**src/rrc_pkg.sv**
```systemverilog
// Shared constants and the arctangent table for the rotated rectangle corner block.
// No dependencies; compiled first.
`timescale 1ns / 1ps
`default_nettype none

package rrc_pkg;

   // CORDIC datapath: x/y in Q2.30 with two guard bits, angle residual in 2^32-per-turn units
   localparam int XY_BITS = 34;
   localparam int XY_FRAC = 30;
   localparam int Z_BITS  = 32;
   localparam int MAX_CORDIC_STAGES = 24;

   // Gain-compensation constant K in Q2.30
   localparam logic signed [XY_BITS-1:0] CORDIC_K = XY_BITS'(34'sh0_26DD_3B6A);

   // Quadrant codes taken from the top two angle bits
   localparam logic [1:0] QUAD_0 = 2'd0;
   localparam logic [1:0] QUAD_1 = 2'd1;
   localparam logic [1:0] QUAD_2 = 2'd2;
   localparam logic [1:0] QUAD_3 = 2'd3;

   // atan(2^-i) in 2^32-per-turn units
   function automatic logic signed [Z_BITS-1:0] rrc_atan(input int unsigned idx);
      logic signed [Z_BITS-1:0] val;
      case (idx)
         0:       val = 32'sh2000_0000;
         1:       val = 32'sh12E4_051D;
         2:       val = 32'sh09FB_385B;
         3:       val = 32'sh0511_11D4;
         4:       val = 32'sh028B_0D43;
         5:       val = 32'sh0145_D7E1;
         6:       val = 32'sh00A2_F61E;
         7:       val = 32'sh0051_7C55;
         8:       val = 32'sh0028_BE53;
         9:       val = 32'sh0014_5F2E;
         10:      val = 32'sh000A_2F98;
         11:      val = 32'sh0005_17CC;
         12:      val = 32'sh0002_8BE6;
         13:      val = 32'sh0001_45F3;
         14:      val = 32'sh0000_A2F9;
         15:      val = 32'sh0000_517C;
         16:      val = 32'sh0000_28BE;
         17:      val = 32'sh0000_145F;
         18:      val = 32'sh0000_0A2F;
         19:      val = 32'sh0000_0517;
         20:      val = 32'sh0000_028B;
         21:      val = 32'sh0000_0145;
         22:      val = 32'sh0000_00A2;
         23:      val = 32'sh0000_0051;
         default: val = '0;
      endcase
      return val;
   endfunction

endpackage

`default_nettype wire

```
**src/rrc_cordic.sv**
```systemverilog
// Unrolled rotation-mode CORDIC, one register per iteration plus a quadrant stage.
// Depends on rrc_pkg for widths, the gain constant and the arctangent table.
`timescale 1ns / 1ps
`default_nettype none

module rrc_cordic
   import rrc_pkg::*;
#(
   parameter int ANGLE_BITS    = 16,
   parameter int CORDIC_STAGES = 16
) (
   input  wire logic                      clock,
   input  wire logic                      reset,
   input  wire logic                      advance,
   input  wire logic                      in_valid,
   input  wire logic [ANGLE_BITS-1:0]     angle,
   output logic                           out_valid,
   output logic signed [XY_BITS-1:0]      cos_out,
   output logic signed [XY_BITS-1:0]      sin_out
);

   logic signed [XY_BITS-1:0] x_ff [CORDIC_STAGES];
   logic signed [XY_BITS-1:0] y_ff [CORDIC_STAGES];
   logic signed [Z_BITS-1:0]  z_ff [CORDIC_STAGES];
   logic        [1:0]         q_ff [CORDIC_STAGES];
   logic                      v_ff [CORDIC_STAGES];

   logic signed [XY_BITS-1:0] cos_ff;
   logic signed [XY_BITS-1:0] sin_ff;
   logic                      qv_ff;

   // Split the angle into quadrant and a residual below a quarter turn
   logic        [1:0]         quad0;
   logic signed [Z_BITS-1:0]  z0;

   assign quad0 = angle[ANGLE_BITS-1 -: 2];
   assign z0    = signed'(Z_BITS'(angle[ANGLE_BITS-3:0]) << (Z_BITS - ANGLE_BITS));

   for (genvar i = 0; i < CORDIC_STAGES; i++) begin : g_stage
      logic signed [XY_BITS-1:0] x_src, y_src, x_in, y_in;
      logic signed [Z_BITS-1:0]  z_src, z_in;
      logic        [1:0]         q_src;
      logic                      v_src;

      if (i == 0) begin : g_first
         assign x_src = CORDIC_K;
         assign y_src = '0;
         assign z_src = z0;
         assign q_src = quad0;
         assign v_src = in_valid;
      end else begin : g_next
         assign x_src = x_ff[i-1];
         assign y_src = y_ff[i-1];
         assign z_src = z_ff[i-1];
         assign q_src = q_ff[i-1];
         assign v_src = v_ff[i-1];
      end

      // Rotate toward the residual angle
      always_comb begin
         if (!z_src[Z_BITS-1]) begin
            x_in = x_src - (y_src >>> i);
            y_in = y_src + (x_src >>> i);
            z_in = z_src - rrc_atan(i);
         end else begin
            x_in = x_src + (y_src >>> i);
            y_in = y_src - (x_src >>> i);
            z_in = z_src + rrc_atan(i);
         end
      end

      // Hold on stall, advance otherwise
      always_ff @(posedge clock) begin
         if (reset) begin
            v_ff[i] <= 1'b0;
         end else if (advance) begin
            v_ff[i] <= v_src;
         end
      end

      always_ff @(posedge clock) begin
         if (advance) begin
            x_ff[i] <= x_in;
            y_ff[i] <= y_in;
            z_ff[i] <= z_in;
            q_ff[i] <= q_src;
         end
      end
   end

   // Rotate the first-quadrant result into the requested quadrant
   logic signed [XY_BITS-1:0] cos_in, sin_in;
   logic signed [XY_BITS-1:0] x_last, y_last;

   assign x_last = x_ff[CORDIC_STAGES-1];
   assign y_last = y_ff[CORDIC_STAGES-1];

   always_comb begin
      case (q_ff[CORDIC_STAGES-1])
         QUAD_1: begin
            cos_in = -y_last;
            sin_in = x_last;
         end
         QUAD_2: begin
            cos_in = -x_last;
            sin_in = -y_last;
         end
         QUAD_3: begin
            cos_in = y_last;
            sin_in = -x_last;
         end
         default: begin
            cos_in = x_last;
            sin_in = y_last;
         end
      endcase
   end

   always_ff @(posedge clock) begin
      if (reset) begin
         qv_ff <= 1'b0;
      end else if (advance) begin
         qv_ff <= v_ff[CORDIC_STAGES-1];
      end
   end

   always_ff @(posedge clock) begin
      if (advance) begin
         cos_ff <= cos_in;
         sin_ff <= sin_in;
      end
   end

   assign out_valid = qv_ff;
   assign cos_out   = cos_ff;
   assign sin_out   = sin_ff;

endmodule

`default_nettype wire

```
**config.mk**
```make
export PLATFORM = sky130hd
export DESIGN_NAME = rrc_cordic
export DESIGN_NICKNAME = d
export VERILOG_FILES = /design/src/rrc_pkg.sv /design/src/rrc_cordic.sv
export SDC_FILE = /design/constraint.sdc
export NUM_CORES = 2
export LEC_CHECK = 0
export ABC_CLOCK_PERIOD_IN_PS = 4830
export BUFFER_PORTS_ARGS = -buffer_cell sky130_fd_sc_hd__buf_4
export CAP_MARGIN = 25
export CORE_MARGIN = 4
export CORE_UTILIZATION = 45
export CTS_CLUSTER_DIAMETER = 150
export DETAILED_ROUTE_END_ITERATION = 6
export PLACE_DENSITY = 0.68
export SETUP_SLACK_MARGIN = 0.5
export SKIP_CTS_REPAIR_TIMING = 1
export SYNTH_ARGS = -nofsm -noshare
export SYNTH_HDL_FRONTEND = slang
export SYNTH_SLANG_ARGS = --single-unit
```
**constraint.sdc**
```tcl
create_clock -name clock -period 4.83 [get_ports clock]
set_input_delay 0.2415 -clock clock [delete_from_list [all_inputs] [get_ports clock]]
set_output_delay 0.2415 -clock clock [all_outputs]
set_load 0.1 [all_outputs]
```
==> results.toml <==
[status]
outcome = "finished, final reports clean"

[grt]
grt_util_met1 = 0.262
grt_start_max_net_pins = 190
met3_usage = 0.0206
overflow = 0
track_usage = 0.206
met2_usage = 0.360
grt_pass1_wl_um = 465000
grt_pass1_vias = 87100
antenna_found_initial = 1
grt.busiest_layer = "met2"

[logic_synthesis]
synthTopCellsByArea = "edfxtp_1 37%, ha_1 14%, xnor2_1 8.8%, a21oi_1 5.8%, xor2_1 4.4%"
ys_warn_count = 0
netlist_area_sq_um = 120000
syn_nets = 13700
synthArstFlopShare = 0
seq_area_frac_synth = 0.369
synth_common_cells = "1471 x edfxtp_1, 1398 x a21oi_1, 1294 x ha_1"
ys_types = 90
synth_flop_cell = "edfxtp_1"
synth_edf_count = 1471
postSynthCellCount = 12400
yosys_register_bits = 1472
syn_avg_cell_area_sq_um = 9.67
post-synth-top-area-cell = "edfxtp_1"
synth_top_cell_area_share = 0.369
yosysMostFrequentCell = "edfxtp_1"

[worst_setup_path]
path_class = "flip-flop to flip-flop"
path_max_fanout = 5
critPathLaunchType = "flip-flop"
max_stage_delay_ns = 0.48
cp_slowest_cell = "or4_4"
end_kind = "flip-flop"
arrival_ns = 5.22
path_cells = "inv_1 > ha_1 > nand2b_1 > or4_4 > nor3_4 > a21oi_1 > xor2_1 > ha_1 > and3_1 > and3_1 > a221oi_2 > a31oi_2 > o2bb2ai_2 > o41ai_2 > nand2b_4 > o21ai_1 > a221oi_2 > o21ai_1 > xnor2_1"
required_ns = 5.45

[floorplanning]
die_x_um = 524
placementRows = 189
coreArea_sq_um = 265000
die_h_um = 524
die_area_sq_um = 274000
start_util = 0.452
ios = 89

[route]
vias = 93300
drt_iter0_markers = 6682
antenna_left = 0
wl_per_cell_um = 17.7
first_pass_iters = 6
viasPerCell = 5.60
wirelength_um = 295000
post-route-drc-count = 0

[clocking]
numCtsBuffers = 179
cts_tree = "done"
cts.clk_slew.worst_paths_ns = 0.06
cts_sinks = 1472
htree_levels = 4
cts_buffer_depth = 4
insertion_delay_ns = 0.87
root_buffer = "clkbuf_16"

[placement]
dp_hpwl_um = 229000
port_buffers = 88
placed_cell_area_sq_um = 127000
globalplace.congestion = 0.935
placed_cells = 16100

[cells_and_area]
fin_cells = 16700
area_growth_pct = 14.3
final_cell_area_sq_um = 137000
fin_util = 0.516
nets = 14300
layout-drive-gt1-share = 0.110

[timing]
post-route-period-util = 0.953
setup_violations = 0
final_hold_viol_count = 0
whs_ns = 0.0828
rsz0062_at_grt = "true"
drv_slew = 0
slew-limit-headroom = 0.317
max_freq_ghz = 0.217
layout_min_cycle_time_ns = 4.60
tightest_slew_ns = 1.02
finClkSkew_ns = 0.0674

[min_path]
hp-class = "input port to flip-flop"

[flow_run]
maxCapViolations = 0
## layer usage
metal | up-vias | wire length, um | share of wire
met5 | - | 0 | 0
met4 | 0 | 12500 | 0.042
met3 | 568 | 12300 | 0.042
met2 | 2106 | 144000 | 0.49
met1 | 43600 | 127000 | 0.43
li1 | 47000 | - | -
## placed cells by master, fill, tap and decap left out, types with 54 or more instances in the layout
master,synthesis,layout
a21oi_1,1398,1335
a211oi_1,120,105
nand2_1,566,552
a21o_1,619,619
o21bai_1,159,157
edfxtp_1,1471,1471
nand4_1,83,83
nor4_1,91,65
nand2b_1,212,205
o31ai_1,66,56
xor2_1,604,602
inv_1,500,486
mux2_2,54,54
o21a_1,187,187
nand3_1,191,184
nor2_1,1091,1062
nor3_1,305,268
and3_1,109,105
a21oi_2,0,61
clkbuf_16,0,181
or3_1,84,80
buf_4,1,618
ha_1,1294,1263
o21ai_0,589,551
a31oi_1,139,131
nor2b_1,201,194
and2_1,92,85
xnor2_1,1208,1202
## state kept, by name, indices dropped and copies added, names as in the netlist
register and cells:
cos_out 34, out_valid 1, q_ff 32, sin_out 34, v_ff 16, x_ff 475, y_ff 477, z_ff 403
## logic make-up after synthesis
logic type	Yosys count	synth area share
AO/OA/AOI/OAI	3706	0.193
AND/OR/NAND/NOR	3219	0.131
XOR/XNOR	1812	0.133
flip-flops	1472	0.369
adder cells (fa/ha/maj)	1331	0.141
buffers and inverters	737	0.0233
multiplexers	98	0.00897
## worst max-delay path, delay by kind of cell (launching register included)
family	cells	cell delay, ns
simple gates	6	1.35
buf+inv	1	0.07
compound gates	8	1.72
fa+ha+maj	2	0.52
xor+xnor	2	0.28
flops	1	0.40
## stage by stage
| step | TNS [ns] | setup WS [ns] |
|---|---|---|
| after floorplan | 0 | 0.409 |
| after global placement | 0 | 0.0230 |
| after detailed placement | 0 | 0.0414 |
| after CTS | -0.00798 | -0.00798 |
| after global routing | 0 | 0.0157 |
| final | 0 | 0.228 |
## final cells by class
| cell class | instances | area (sq um) |
|---|---|---|
| clock buffer | 207 | 4630 |
| clock inverter | 105 | 1060 |
| sequential | 1472 | 44200 |
| fill | 23900 | 128000 |
| timing repair buffer | 665 | 5340 |
| inverter | 502 | 1900 |
| antenna | 2 | 5.00 |
| multi-input combinational | 10200 | 75200 |
| tap | 3533 | 4420 |
## final timing paths
path / start / to / slack (ns) / depth (start not counted)
max: y_ff[0][142] / x_ff[0][203] / 0.23 / 19
min: angle[4] / z_ff[0][20] / 0.08 / 2
max reg2reg: y_ff[0][142] / x_ff[0][203] / 0.23 / 19
min reg2reg: q_ff[5][3] / q_ff[6][1] / 0.41 / 0
Power is not shown: default switching activity piles up to over one toggle a cycle in this logic, so the estimate is an artifact.
